==> src/rtl/dlbp_pkg.sv <==
// Package for the definite-length block parser.
// Holds register indexes, field widths, parse phases and the shared structs.
// No dependencies.
package dlbp_pkg;

  localparam int unsigned ByteW   = 8;
  localparam int unsigned CfgIdxW = 3;
  localparam int unsigned CfgW    = 27;
  localparam int unsigned RecLenW = 27;
  localparam int unsigned BppW    = 2;
  localparam int unsigned RecCntW = 7;
  localparam int unsigned AccW    = 35;
  localparam int unsigned WantW   = RecLenW + BppW + RecCntW;
  localparam int unsigned DigW    = 4;

  localparam logic [ByteW-1:0] HashChar  = 8'h23;
  localparam logic [DigW-1:0]  MaxDigits = 4'd15;

  localparam logic [CfgIdxW-1:0] RegListen  = 3'd0;
  localparam logic [CfgIdxW-1:0] RegRecLen  = 3'd1;
  localparam logic [CfgIdxW-1:0] RegBpp     = 3'd2;
  localparam logic [CfgIdxW-1:0] RegMulti   = 3'd3;
  localparam logic [CfgIdxW-1:0] RegRecCnt  = 3'd4;

  typedef enum logic [3:0] {
    PhHunt    = 4'b0001,
    PhCount   = 4'b0010,
    PhDigits  = 4'b0100,
    PhPayload = 4'b1000
  } phase_e;

  typedef struct packed {
    logic             listen;
    logic             clear;
    logic [WantW-1:0] want;
  } dlbp_cfg_t;

  typedef struct packed {
    logic             valid;
    logic [ByteW-1:0] data;
    logic             last;
  } dlbp_res_t;

  // Bit 4 flags a hex digit of either case, bits 3:0 carry its value.
  function automatic logic [4:0] hex_digit(input logic [ByteW-1:0] c);
    logic [4:0] r;
    r = 5'd0;
    if (c >= 8'h30 && c <= 8'h39) begin
      r = {1'b1, 4'(c - 8'h30)};
    end else if (c >= 8'h41 && c <= 8'h46) begin
      r = {1'b1, 4'(c - 8'h37)};
    end else if (c >= 8'h61 && c <= 8'h66) begin
      r = {1'b1, 4'(c - 8'h57)};
    end
    return r;
  endfunction

endpackage

==> src/rtl/definite_length_block_parser.sv <==
// Channel | Handshake              | Word
// --------+------------------------+--------------------------------------
// in      | in_valid_i / in_stall_o | rx_byte_i
// out     | out_valid_o / out_stall_i | payload_byte_o, last_of_block_o
// cfg     | cfg_we_i                | cfg_idx_i, cfg_wdata_i
//
// One word is taken every cycle while in_stall_o is low; a payload word passes
// through the input register, then the result register, before it leaves.
// Nothing else is produced for header or dropped words.
// in_stall_o rises only while the result register is full and stalled and the
// input register holds a word. Reset is asynchronous and clears all control.
// Top level of the definite-length block parser; depends on dlbp_pkg,
// dlbp_cfg_regs and dlbp_parser.
module definite_length_block_parser (
  input  logic                           clk_i,
  input  logic                           rst_ni,
  input  logic                           cfg_we_i,
  input  logic [dlbp_pkg::CfgIdxW-1:0]   cfg_idx_i,
  input  logic [dlbp_pkg::CfgW-1:0]      cfg_wdata_i,
  input  logic                           in_valid_i,
  output logic                           in_stall_o,
  input  logic [dlbp_pkg::ByteW-1:0]     rx_byte_i,
  output logic                           out_valid_o,
  input  logic                           out_stall_i,
  output logic [dlbp_pkg::ByteW-1:0]     payload_byte_o,
  output logic                           last_of_block_o
);
  import dlbp_pkg::*;

  dlbp_cfg_t        cfg;
  dlbp_res_t        res;
  logic             stage_valid_q, stage_valid_d;
  logic [ByteW-1:0] stage_byte_q;
  logic             out_valid_q, out_valid_d;
  logic [ByteW-1:0] out_byte_q;
  logic             out_last_q;
  logic             advance;
  logic             fire;

  dlbp_cfg_regs u_cfg (
    .clk_i       (clk_i),
    .rst_ni      (rst_ni),
    .cfg_we_i    (cfg_we_i),
    .cfg_idx_i   (cfg_idx_i),
    .cfg_wdata_i (cfg_wdata_i),
    .cfg_o       (cfg)
  );

  dlbp_parser u_parser (
    .clk_i  (clk_i),
    .rst_ni (rst_ni),
    .cfg_i  (cfg),
    .fire_i (fire),
    .byte_i (stage_byte_q),
    .res_o  (res)
  );

  assign advance    = !out_valid_q || !out_stall_i;
  assign fire       = stage_valid_q && advance;
  assign in_stall_o = stage_valid_q && !advance;

  always_comb begin
    stage_valid_d = stage_valid_q;
    if (!in_stall_o) stage_valid_d = in_valid_i;
    out_valid_d = out_valid_q;
    if (advance) out_valid_d = fire && res.valid;
  end

  always_ff @(posedge clk_i or negedge rst_ni) begin
    if (!rst_ni) begin
      stage_valid_q <= 1'b0;
      out_valid_q   <= 1'b0;
    end else begin
      stage_valid_q <= stage_valid_d;
      out_valid_q   <= out_valid_d;
    end
  end

  always_ff @(posedge clk_i) begin
    if (in_valid_i && !in_stall_o) stage_byte_q <= rx_byte_i;
    if (fire && res.valid) begin
      out_byte_q <= res.data;
      out_last_q <= res.last;
    end
  end

  assign out_valid_o     = out_valid_q;
  assign payload_byte_o  = out_byte_q;
  assign last_of_block_o = out_last_q;

endmodule

==> src/rtl/dlbp_cfg_regs.sv <==
// Configuration registers of the block parser and the registered expected
// block size. Depends on dlbp_pkg.
module dlbp_cfg_regs (
  input  logic                            clk_i,
  input  logic                            rst_ni,
  input  logic                            cfg_we_i,
  input  logic [dlbp_pkg::CfgIdxW-1:0]    cfg_idx_i,
  input  logic [dlbp_pkg::CfgW-1:0]       cfg_wdata_i,
  output dlbp_pkg::dlbp_cfg_t             cfg_o
);
  import dlbp_pkg::*;

  logic               listen_q;
  logic [RecLenW-1:0] rec_len_q;
  logic [BppW-1:0]    bpp_q;
  logic               multi_q;
  logic [RecCntW-1:0] rec_cnt_q;
  logic [WantW-1:0]   want_q, want_d;
  logic [RecCntW-1:0] frames;
  logic [BppW+RecCntW-1:0] bpp_frames;

  always_ff @(posedge clk_i or negedge rst_ni) begin
    if (!rst_ni) begin
      listen_q  <= 1'b0;
      rec_len_q <= RecLenW'(1);
      bpp_q     <= BppW'(1);
      multi_q   <= 1'b0;
      rec_cnt_q <= RecCntW'(1);
    end else if (cfg_we_i) begin
      unique case (cfg_idx_i)
        RegListen: listen_q  <= cfg_wdata_i[0];
        RegRecLen: rec_len_q <= cfg_wdata_i[RecLenW-1:0];
        RegBpp:    bpp_q     <= cfg_wdata_i[BppW-1:0];
        RegMulti:  multi_q   <= cfg_wdata_i[0];
        RegRecCnt: rec_cnt_q <= cfg_wdata_i[RecCntW-1:0];
        default: ;
      endcase
    end
  end

  assign frames     = multi_q ? rec_cnt_q : RecCntW'(1);
  assign bpp_frames = (BppW+RecCntW)'(bpp_q) * (BppW+RecCntW)'(frames);
  assign want_d     = WantW'(rec_len_q) * WantW'(bpp_frames);

  // The product is registered from the configuration registers; blocks need several bytes
  // before the size check, so the delay is never visible.
  always_ff @(posedge clk_i or negedge rst_ni) begin
    if (!rst_ni) begin
      want_q <= WantW'(1);
    end else begin
      want_q <= want_d;
    end
  end

  assign cfg_o.listen = listen_q;
  assign cfg_o.clear  = cfg_we_i && (cfg_idx_i == RegListen);
  assign cfg_o.want   = want_q;

endmodule

==> src/rtl/dlbp_parser.sv <==
// Parse state and per-byte step logic of the block parser.
// Depends on dlbp_pkg.
module dlbp_parser (
  input  logic                        clk_i,
  input  logic                        rst_ni,
  input  dlbp_pkg::dlbp_cfg_t         cfg_i,
  input  logic                        fire_i,
  input  logic [dlbp_pkg::ByteW-1:0]  byte_i,
  output dlbp_pkg::dlbp_res_t         res_o
);
  import dlbp_pkg::*;

  phase_e          phase_q, phase_d;
  logic [DigW-1:0] digits_q, digits_d;
  logic [AccW-1:0] accum_q, accum_d;
  logic            ovf_q, ovf_d;
  logic [AccW-1:0] left_q, left_d;

  logic [4:0]      hex;
  logic [AccW+3:0] acc_next;
  logic [DigW-1:0] digits_dec;
  logic [AccW-1:0] left_dec;
  logic            is_dec;
  logic            ovf_now;

  assign hex        = hex_digit(byte_i);
  assign is_dec     = (byte_i >= 8'h30) && (byte_i <= 8'h39);
  assign acc_next   = ({4'd0, accum_q} << 3) + ({4'd0, accum_q} << 1)
                    + (AccW+4)'(byte_i[3:0]);
  assign digits_dec = digits_q - DigW'(1);
  assign left_dec   = left_q - AccW'(1);
  assign ovf_now    = ovf_q || !is_dec || (acc_next[AccW+3:AccW] != 4'd0);

  always_comb begin
    phase_d   = phase_q;
    digits_d  = digits_q;
    accum_d   = accum_q;
    ovf_d     = ovf_q;
    left_d    = left_q;
    res_o.valid = 1'b0;
    res_o.data  = byte_i;
    res_o.last  = 1'b0;

    if (fire_i && cfg_i.listen) begin
      unique case (phase_q)
        PhHunt: begin
          if (byte_i == HashChar) phase_d = PhCount;
        end
        PhCount: begin
          if (!hex[4] || hex[3:0] == 4'd0 || hex[3:0] > MaxDigits) begin
            phase_d = PhHunt;
            digits_d = '0;
            accum_d  = '0;
            ovf_d    = 1'b0;
            left_d   = '0;
          end else begin
            digits_d = hex[3:0];
            accum_d  = '0;
            ovf_d    = 1'b0;
            phase_d  = PhDigits;
          end
        end
        PhDigits: begin
          ovf_d    = ovf_now;
          if (!ovf_now) accum_d = acc_next[AccW-1:0];
          digits_d = digits_dec;
          if (digits_dec == '0) begin
            // Reject on a bad or overflowed count, an empty block, or a size
            // that differs from the configured one.
            if (ovf_now || cfg_i.want == '0 ||
                {1'b0, accum_d} != (AccW+1)'(cfg_i.want)) begin
              phase_d  = PhHunt;
              digits_d = '0;
              accum_d  = '0;
              ovf_d    = 1'b0;
              left_d   = '0;
            end else begin
              left_d  = accum_d;
              phase_d = PhPayload;
            end
          end
        end
        PhPayload: begin
          res_o.valid = 1'b1;
          left_d      = left_dec;
          if (left_dec == '0) begin
            res_o.last = 1'b1;
            phase_d    = PhHunt;
            digits_d   = '0;
            accum_d    = '0;
            ovf_d      = 1'b0;
          end
        end
        default: begin
          phase_d  = PhHunt;
          digits_d = '0;
          accum_d  = '0;
          ovf_d    = 1'b0;
          left_d   = '0;
        end
      endcase
    end

    if (cfg_i.clear) begin
      phase_d  = PhHunt;
      digits_d = '0;
      accum_d  = '0;
      ovf_d    = 1'b0;
      left_d   = '0;
    end
  end

  always_ff @(posedge clk_i or negedge rst_ni) begin
    if (!rst_ni) begin
      phase_q  <= PhHunt;
      digits_q <= '0;
      accum_q  <= '0;
      ovf_q    <= 1'b0;
      left_q   <= '0;
    end else begin
      phase_q  <= phase_d;
      digits_q <= digits_d;
      accum_q  <= accum_d;
      ovf_q    <= ovf_d;
      left_q   <= left_d;
    end
  end

endmodule

==> config.mk <==
export PLATFORM = sky130hd
export DESIGN_NAME = definite_length_block_parser
export DESIGN_NICKNAME = d
export VERILOG_FILES = /design/src/rtl/dlbp_pkg.sv /design/src/rtl/definite_length_block_parser.sv /design/src/rtl/dlbp_cfg_regs.sv /design/src/rtl/dlbp_parser.sv
export SDC_FILE = /design/constraint.sdc
export NUM_CORES = 1
export LEC_CHECK = 0
export ABC_CLOCK_PERIOD_IN_PS = 6150
export BUFFER_PORTS_ARGS = -buffer_cell sky130_fd_sc_hd__buf_2
export CAP_MARGIN = 20
export CELL_PAD_IN_SITES_DETAIL_PLACEMENT = 1
export CELL_PAD_IN_SITES_GLOBAL_PLACEMENT = 2
export CORE_AREA = 2 2 237 239
export CTS_CLUSTER_DIAMETER = 50
export DETAILED_ROUTE_END_ITERATION = 10
export DIE_AREA = 0 0 239 241
export PLACE_DENSITY = 0.81
export REMOVE_ABC_BUFFERS = 1
export SLEW_MARGIN = 20
export SYNTH_ARGS = -nofsm -noshare
export SYNTH_HDL_FRONTEND = slang
export SYNTH_HIERARCHICAL = 1
export SYNTH_SLANG_ARGS = --single-unit
==> constraint.sdc <==
create_clock -name clk_i -period 6.15 [get_ports clk_i]
set_input_delay 0.3075 -clock clk_i [delete_from_list [all_inputs] [get_ports clk_i]]
set_output_delay 0.3075 -clock clk_i [all_outputs]
set_load 0.01 [all_outputs]
# Yosys cells after proc, flatten, opt, wreduce, memory -nomap -nowiden
# Cells that the tools add are included.
[word_totals]
register_bits = 172
in_bits = 43
output_inout_bits = 11
wordCells = 127
[classes]
addsub = 7
multipliers = 2
n_lt_le_gt_ge = 7
eq_ne = 15
mux = 42
n_reduce_logical = 38
[ops]
columns = ["operator", "count"]
rows = [
  ["$mux W35", 12],
  ["$pmux W35 S4", 1],
  ["$pmux W35 S3", 1],
  ["$mux W4", 12],
  ["$add A38 B36 Y39", 1],
  ["$add A39 B4 Y39", 1],
  ["$logic_not A36 Y1", 1],
  ["$mul A27 B9 Y36", 1],
  ["$ne A35 B36 Y1", 1],
  ["$logic_not A35 Y1", 1],
  ["$sub A35 B1 Y35 const B", 1],
  ["$pmux W4 S4", 2],
  ["$ge A8 B7 Y1 const B", 2],
  ["$le A8 B7 Y1 const B", 2],
  ["$mux W5", 3],
  ["$ne A3 B2 Y1 const B", 4],
  ["$reduce_and A2 Y1", 6],
  ["$logic_and A1 B1 Y1", 9],
  ["$mul A2 B7 Y9", 1],
  ["$eq A8 B6 Y1 const B", 1],
  ["$ge A8 B6 Y1 const B", 1],
  ["$le A8 B6 Y1 const B", 1],
  ["$logic_not A4 Y1", 2],
  ["$mux W1", 8],
  ["other kinds (21)", 36],
]

# Depth between registers and ports, before layout
# Gate-level depths: netlist (run 1).
[depth]
ltp_word = 15
mapped_depth = 28
depth_no_buf = 27

# Hierarchy
# Netlist (run 1), hierarchy kept.
[by_module_without_submodules]
columns = ["mod", "instances", "cells_per_inst", "area_per_inst_um2"]
rows = [
  ["dlbp_cfg_regs", 1, 1103, 10442.5],
  ["dlbp_parser", 1, 1182, 9101.2],
  ["definite_length_block_parser", 1, 28, 609.3],
]

# Least setup slack after synthesis (run 1)
# Ideal clock, no wire load.
[synth_timing]
kind = "reg2reg"
from = "register u_cfg.multi_q"
to = "register u_cfg.want_q[32]"
setup_ns = 0.080
t_arrival_ns = 6.318
t_required_ns = 6.070
path_slack_ns = -0.248
stages_incl_launch_ff = 27
n_path_buf = 2
synth_period_minus_slack_ns = 6.398
path_cell_list = "dfrtp_1 > clkbuf_1 > and3_1 > ha_1 > fa_1 > a21oi_1 > nor2_1 > nor2_1 > o21bai_1 > a21oi_1 > xor2_1 > clkbuf_1 > and2_1 > fa_1 > fa_1 > fa_1 > inv_1 > fa_1 > inv_1 > ha_1 > a21oi_1 > o21ai_1 > or3_1 > o21ai_4 > o211ai_2 > a311oi_2 > xnor2_1"
[synth_via]
elab_chain_len = 3
[synth_rtl]
columns = ["element", "line_no", "source"]
rows = [
  ["start, declared", "dlbp_cfg_regs.sv:16", "logic multi_q;"],
  ["start signal, assigned", "dlbp_cfg_regs.sv:34", "RegMulti: multi_q <= cfg_wdata_i[0];"],
  ["$mux W7", "dlbp_cfg_regs.sv:41", "assign frames = multi_q ? rec_cnt_q : RecCntW'(1);"],
  ["$mul A2 B7 Y9", "dlbp_cfg_regs.sv:42", "assign bpp_frames = (BppW+RecCntW)'(bpp_q) * (BppW+RecCntW)'(frames);"],
  ["$mul A27 B9 Y36", "dlbp_cfg_regs.sv:43", "assign want_d = WantW'(rec_len_q) * WantW'(bpp_frames);"],
  ["named net u_cfg.want_d[32]", "dlbp_cfg_regs.sv:18", "logic [WantW-1:0] want_q, want_d;"],
  ["end signal, assigned", "dlbp_cfg_regs.sv:49", "want_q <= WantW'(1);"],
  ["end signal, assigned", "dlbp_cfg_regs.sv:51", "want_q <= want_d;"],
  ["end, declared", "dlbp_cfg_regs.sv:18", ""],
]
# The timed path passes the listed nets, and every way through them passes these cells.
# A chain may end at the register's enable or synchronous reset.

# Worst setup path in the final report (run 1)
[layout_timing]
from = "register u_cfg.multi_q"
to = "register u_cfg.want_q[34]"
# The elaborated chain is that of the path after synthesis.

==> implementation parameters, run 1 <==
Parameter                              Value

Clock tree
  Buffer levels on the longest clock path ... 2
  CTS root buffer ... sky130_fd_sc_hd__clkbuf_16
  Sink Count ... 172
  Total number of H-tree levels ... 4
  Clock transition time at the flip-flop clock pins of the worst setup and hold paths ... 0.09 ns
  Total CTS buffers ... 17
  CTS tree ... built
  Insertion delay of the later-clocked pin in the worst-skew pair ... 0.52 ns

Placement
  Placed Cells incl. Taps ... 3142
  Number of buffer cells added on primary ports ... 53
  Hpwl dp ... 53.1 mm
  RePlAce Congestion ... 0.949

STA
  Post-layout min period ... 6.31 ns
  Final number of setup-violating endpoints ... 12
  Post-route clock period utilization ... 103%
  Relative slew margins ... 27.3%
  Final hold viol count ... 0
  Clock skew ... 0.0292 ns
  Max-slew violation count ... 0
  RSZ-0062 raised after global routing ... yes
  Worst path setup slack after routing ... -0.157 ns
  Achievable frequency ... 0.159 GHz
  Tightest Pin Transition ... 1.09 ns

Final layout
  Number of nets in the finished design ... 2874
  Number of standard cells in the layout, taps in and fillers out ... 3231
  Synthesis-to-layout area growth ... 22.9%
  Final Core Density ... 45.1%
  Most frequent standard cell in the layout excluding fill and tap cells ... sky130_fd_sc_hd__nand2_1
  Commonest non-fill, non-tap cells in the layout ... sky130_fd_sc_hd__nand2_1 (264), sky130_fd_sc_hd__inv_1 (221), sky130_fd_sc_hd__buf_4 (208), sky130_fd_sc_hd__fa_1 (169), sky130_fd_sc_hd__dfrtp_1 (149)
  Share of final-layout standard cells stronger than drive strength 1 ... 24.1%

Logic synthesis
  Synth warnings ... 6
  Synthesized flop and latch total ... 172
  Ys async rst share ... 90.1%
  Biggest area contributors in the synthesized netlist ... sky130_fd_sc_hd__dfrtp_1 (19%), sky130_fd_sc_hd__fa_1 (18%), sky130_fd_sc_hd__ha_1 (8.6%)
  Gate Count Post-Synth ... 2313
  Unique cell type count in the Yosys netlist ... 96
  Portion of the post-synthesis area used by sequential elements ... 21.8%
  Number of synthesized flops with an enable pin ... 17
  Top cell type's share of synthesized area ... 18.6%
  Post-Synthesis Mean Instance Area ... 8.71 µm²
  Synth Cell Area ... 20200 µm²
  Top flip-flop cell by instance count after synthesis ... sky130_fd_sc_hd__dfrtp_1
  Cell type with the largest total area after synthesis ... sky130_fd_sc_hd__dfrtp_1

Min path
  Min-Delay Startpoint ... cfg_wdata_i[12]
  Cell count of the worst hold path ... 2
  Worst min-delay path class ... in -> reg
  Hold-critical path endpoint ... u_cfg/rec_len_q[12]

Worst setup path
  Number of cells on the worst reg-to-reg path ... 27
  Crit path largest cell delay ... 0.53 ns
  Worst Setup Start Kind ... flop
  Most frequent cell on the critical path ... sky130_fd_sc_hd__fa_1
  Origin of the critical flop-to-flop path ... u_cfg/multi_q
  Signal arrival time at the worst endpoint ... 6.71 ns
  Internal reg-to-reg setup slack ... -0.16 ns
  Type of the worst setup path ... reg -> reg
  Critical Path Fanout Max ... 5
  CP required ... 6.55 ns
  Endpoint of the worst-slack reg-to-reg timing path ... u_cfg/want_q[34]
  Slowest cell on the critical path ... sky130_fd_sc_hd__fa_1
  Worst setup EP type ... flop

Routing
  Number of iterations in the first detailed-routing pass ... 5
  Number of DRC violations after detailed routing ... 0
  First-iteration detailed-routing DRC count ... 816
  Detailed-route via count ... 18100
  Sum of routed wire length over all layers ... 70.4 mm
  WL/cell ... 21.8 µm
  Residual antenna-violating net count after detailed routing ... 0
  Via density per instance ... 5.62

Die
  Die width ... 239 µm
  Initial core utilization ... 36.7%
  Total I/O pin count ... 54
  Area enclosed by the die boundary ... 57600 µm²
  Std cell rows ... 86
  Area inside the core boundary ... 54900 µm²
  Die extent in y ... 241 µm

Pwr
  Areal power density over the cells ... 477 nW/µm²
  Worst IR Drop VDD ... 0.000348 V
  Leak pwr ... 0.0112 µW

GRT
  Remaining global-route overflow ... 0
  Via count of the first global-routing pass ... 19700
  First-pass GRT wire length ... 110 mm
  Largest net degree at the start of global routing ... 94
  GRT Resource Usage Total ... 24.4%
  Initial antenna violation count ... 0

Flow run
  Number of maximum-capacitance violations ... 0

Run status
  Status ... complete, but fails checks
  Violations in the final reports ... setup timing
critical path, delay by kind of cell, from the launching register on:
family,cells,cell delay [ns]
DFF,1,0.44
adders and majority gates,7,2.67
AOI/OAI and AO/OA,8,1.66
buffers and inverters,4,0.42
xor gates and xnor gates,2,0.39
and+or+nand+nor,6,0.62
layout make-up:
type | instances | area, µm²
Clock inverter | 14 | 200
Tap cell | 704 | 881
Clock buffer | 18 | 439
Multi-Input combinational cell | 1779 | 15500
Timing Repair Buffer | 308 | 2500
Sequential cell | 172 | 4400
Antenna cell | 1 | 2.50
Fill cell | 6375 | 30100
Inverter | 235 | 882
per-stage QoR:
stage / hold WS, ns / setup TNS, ns / area, µm² / power, µW / setup WS (ns)
floorplan: 0.0119 / -34.74 / 19600 / 5790 / -0.574
global placement: 0.457 / -1.96 / 22400 / 8350 / -0.245
detailed placement: 0.474 / -5.58 / 22400 / 8620 / -0.447
CTS: 0.000239 / -0.00483 / 24000 / 10800 / -0.00483
global route: 0.0173 / -6.32 / 24800 / 12700 / -0.432
finish: 0.0125 / -0.810 / 24800 / 11800 / -0.157
logic make-up after synthesis:
kind of cell	Yosys count	synth area share [%]
buffers and inverters	362	7.13
AOI/OAI and AO/OA	480	16.0
and+or+nand+nor	811	20.5
adders and majority gates	318	26.4
xor gates and xnor gates	93	4.12
muxes	77	4.11
DFF	172	21.8
where the power goes:
part	internal, µW	switching, µW
combinational	4040	4740
clock	632	596
sequential	1400	399
Yosys cell counts (all sizes together), types with 11 or more instances:
library cell / n
and3: 22
xnor2: 54
inv: 235
edfxtp: 17
nor2: 114
xor2: 38
a22oi: 11
o21a: 15
a211oi: 21
clkbuf: 81
nand4: 30
o21ai: 125
nand2b: 26
nor2b: 13
a21o: 26
and2: 150
nor3: 48
a21oi: 143
nand2: 271
dfrtp: 150
ha: 139
a31oi: 14
buf: 46
mux2: 46
nand3: 33
o211ai: 16
or3: 11
mux2i: 31
nor4: 38
fa: 179
routing by layer:
layer	wire, µm	track usage (%)
met1	29800	30.0
met4	2580	9.72
met3	1910	2.56
met2	36100	43.6
met5	0	0
worst max path at each step:
stage                                 endpoint          startpoint  slack (ns)
after floorplan           u_parser/accum_q[16]     stage_byte_q[2]       -0.57
after global placement        u_cfg/want_q[35]  u_cfg/rec_cnt_q[0]       -0.24
after detailed placement      u_cfg/want_q[34]  u_cfg/rec_cnt_q[0]       -0.45
after CTS                     u_cfg/want_q[34]  u_cfg/rec_cnt_q[0]      -0.005
after global routing          u_cfg/want_q[34]       u_cfg/multi_q       -0.43
final                         u_cfg/want_q[34]       u_cfg/multi_q       -0.16
flip-flops by register name, indices dropped and copies added (netlist names), 7 cells and up:
signal,flops
u_cfg/want_q,36
u_parser/accum_q,35
u_parser/left_q,35
u_cfg/rec_len_q,27
payload_byte_o,8
stage_byte_q,8
u_cfg/rec_cnt_q,7
repair_timing:
action / CTS / global route
pin swaps: 115 / 107
gates cloned: 2 / 5
hold buffers: 12 / 0
setup endpoints to repair: 52 / 89
buffers inserted: 16 / 27
hold endpoints to repair: 87 / 0
resized for setup: 118 / 120
Power figures use the tool's default switching activity.
==> run 2, diff against run 1 <==
--- a/config.mk
+++ b/config.mk
@@ -15,6 +15,7 @@
 export DETAILED_ROUTE_END_ITERATION = 10
 export DIE_AREA = 0 0 239 241
 export PLACE_DENSITY = 0.81
+export RECOVER_POWER = 100
 export REMOVE_ABC_BUFFERS = 1
 export SLEW_MARGIN = 20
 export SYNTH_ARGS = -nofsm -noshare
==> implementation parameters, run 2 (same netlist as run 1, synthesis figures left out) <==
Parameter                              Value

Clock tree
  Sink Count ... 172 (unchanged)
  Insertion delay of the later-clocked pin in the worst-skew pair ... 0.52 ns (about the same)
  Clock transition time at the flip-flop clock pins of the worst setup and hold paths ... 0.09 ns (about the same)
  CTS tree ... built
  CTS root buffer ... sky130_fd_sc_hd__clkbuf_16
  Buffer levels on the longest clock path ... 2 (unchanged)
  Total CTS buffers ... 17 (unchanged)
  Total number of H-tree levels ... 4 (unchanged)

Routing
  Sum of routed wire length over all layers ... 70.4 mm (about the same)
  Number of DRC violations after detailed routing ... 0 (unchanged)
  Number of iterations in the first detailed-routing pass ... 5 (unchanged)
  WL/cell ... 21.8 µm (about the same)
  Detailed-route via count ... 18100 (unchanged)
  First-iteration detailed-routing DRC count ... 818 (+0.25%)
  Residual antenna-violating net count after detailed routing ... 0 (unchanged)
  Via density per instance ... 5.62 (unchanged)

Final layout
  Share of final-layout standard cells stronger than drive strength 1 ... 24.0% (-0.040 points)
  Filler cell count in the final layout ... 6376 (+0.016%)
  Number of nets in the finished design ... 2874 (unchanged)
  Number of standard cells in the layout, taps in and fillers out ... 3231 (unchanged)
  Number of flip-flops under the largest register name ... 36 (unchanged)
  Top register by number of flip-flops ... u_cfg/want_q
  Most frequent standard cell in the layout excluding fill and tap cells ... sky130_fd_sc_hd__nand2_1
  Multi-input combinational cell area ... 15500 µm² (about the same)
  Final std cell area, no fill ... 24800 µm² (about the same)
  Largest registers ... u_cfg/want_q x36, u_parser/accum_q x35, u_parser/left_q x35
  Synthesis-to-layout area growth ... 22.8% (about the same)
  Sequential Area ... 4400 µm² (unchanged)
  Commonest non-fill, non-tap cells in the layout ... sky130_fd_sc_hd__nand2_1 (264), sky130_fd_sc_hd__inv_1 (221), sky130_fd_sc_hd__buf_4 (208), sky130_fd_sc_hd__fa_1 (169), sky130_fd_sc_hd__dfrtp_1 (149)

Die
  Std cell rows ... 86 (unchanged)
  Die width ... 239 µm (unchanged)
  Die extent in y ... 241 µm (unchanged)
  Initial core utilization ... 36.7% (unchanged)
  Area enclosed by the die boundary ... 57600 µm² (unchanged)
  Total I/O pin count ... 54 (unchanged)
  Area inside the core boundary ... 54900 µm² (unchanged)

Worst setup path
  Most frequent cell on the critical path ... sky130_fd_sc_hd__fa_1
  Worst Setup Start Kind ... flop
  Signal arrival time at the worst endpoint ... 6.71 ns (about the same)
  CP Buf/Inv Count ... 4 (unchanged)
  Slowest cell on the critical path ... sky130_fd_sc_hd__fa_1
  Crit path largest cell delay ... 0.53 ns (about the same)
  Worst setup EP type ... flop
  Type of the worst setup path ... reg -> reg
  CP required ... 6.55 ns (about the same)
  Critical Path Fanout Max ... 5 (unchanged)
  CP top delay family ... adder cells

Placement
  RePlAce Congestion ... 0.949 (unchanged)
  Hpwl dp ... 53.1 mm (unchanged)
  Area after DPL ... 22400 µm² (unchanged)
  Placed Cells incl. Taps ... 3142 (unchanged)
  Number of buffer cells added on primary ports ... 53 (unchanged)

STA
  Clock skew ... 0.0292 ns (-0.000000400 ns)
  Final number of setup-violating endpoints ... 12 (unchanged)
  Final hold viol count ... 0 (unchanged)
  Post-layout min period ... 6.31 ns (-0.00000500 ns)
  Post-route clock period utilization ... 103% (about the same)
  Tightest Pin Transition ... 1.09 ns (unchanged)
  Relative slew margins ... 27.3% (unchanged)
  RSZ-0062 raised after global routing ... yes
  Worst path setup slack after routing ... -0.157 ns (+0.00000500 ns)
  Achievable frequency ... 0.159 GHz (unchanged)
  Max-slew violation count ... 0 (unchanged)

Flow run
  Number of maximum-capacitance violations ... 0 (unchanged)

Pwr
  Areal power density over the cells ... 477 nW/µm² (about the same)
  Leak pwr ... 0.0112 µW (about the same)
  Worst IR Drop VDD ... 0.000348 V (unchanged)

GRT
  Initial antenna violation count ... 0 (unchanged)
  First-pass GRT wire length ... 110 mm (unchanged)
  Via count of the first global-routing pass ... 19700 (unchanged)
  GRT Resource Usage Total ... 24.4% (unchanged)
  Largest net degree at the start of global routing ... 94 (unchanged)
  Remaining global-route overflow ... 0 (unchanged)

Run status
  Status ... complete, but fails checks
  Violations in the final reports ... setup timing

Min path
  Worst min-delay path class ... in -> reg
==> run 2: cell counts in the layout (fill, tap and decap cells not counted) <==
No cell type changed its count.
==> run 2: final timing paths <==
check,startpoint,to,slack (ns),depth (start not counted)
min in group asynchronous,rst_ni,u_cfg/rec_len_q[21],0.45,2
setup reg to reg,u_cfg/multi_q,u_cfg/want_q[34],-0.16,27
setup / recovery,u_cfg/multi_q,u_cfg/want_q[34],-0.16,27
max in group asynchronous,rst_ni,u_parser/left_q[8],4.23,3
hold reg to reg,stage_byte_q[7],payload_byte_o[7],0.49,0
hold / removal,cfg_wdata_i[12],u_cfg/rec_len_q[12],0.01,2
==> run 2: timing repair <==
item | 4_1_cts | 5_1_grt
gates resized for setup | 118 | 120
hold endpoints to repair | 87 | 0
hold buffers | 12 | 0
setup endpoints to repair | 52 | 89
gates cloned | 2 | 5
buffers inserted | 16 | 27
pin swaps | 115 | 107
==> run 2: layout make-up <==
cell class              count  area share [%]
diodes                      1          0.0101
clock buffers              18            1.77
clock inverters            14           0.809
inverters                 235            3.56
multi-input cells        1779            62.4
flip-flops and latches    172            17.8
well taps                 704            3.56
repair buffers            308            10.1
==> run 2: power by group <==
part	internal, µW	switching, µW
clock	632	596
sequential	1400	398
combinational	4040	4740
total	6070	5730
==> run 2: metrics by stage <==
| stage | total power (µW) | TNS [ns] | setup WS, ns | utilization [%] | hold WS (ns) |
|---|---|---|---|---|---|
| 6_report | 11800 | -0.810 | -0.157 | 45.1 | 0.0125 |
| 4_1_cts | 10800 | -0.00483 | -0.00483 | 43.7 | 0.000239 |
| 3_3_place_gp | 8350 | -1.96 | -0.245 | 40.8 | 0.457 |
| 2_1_floorplan | 5790 | -34.74 | -0.574 | - | 0.0119 |
| 5_1_grt | 12700 | -6.32 | -0.432 | 45.1 | 0.0173 |
| 3_5_place_dp | 8620 | -5.58 | -0.447 | 40.8 | 0.474 |
==> run 2: layer usage <==
layer | wire length [µm] | vias to the layer above | part of all wire (%) | global-route usage [%]
met3 | 1950 | 133 | 2.8 | 2.56
met2 | 36100 | 368 | 51 | 43.6
met1 | 29800 | 9328 | 42 | 30.0
li1 | - | 8319 | - | -
met5 | 0 | - | 0 | 0
met4 | 2580 | 0 | 3.7 | 9.72
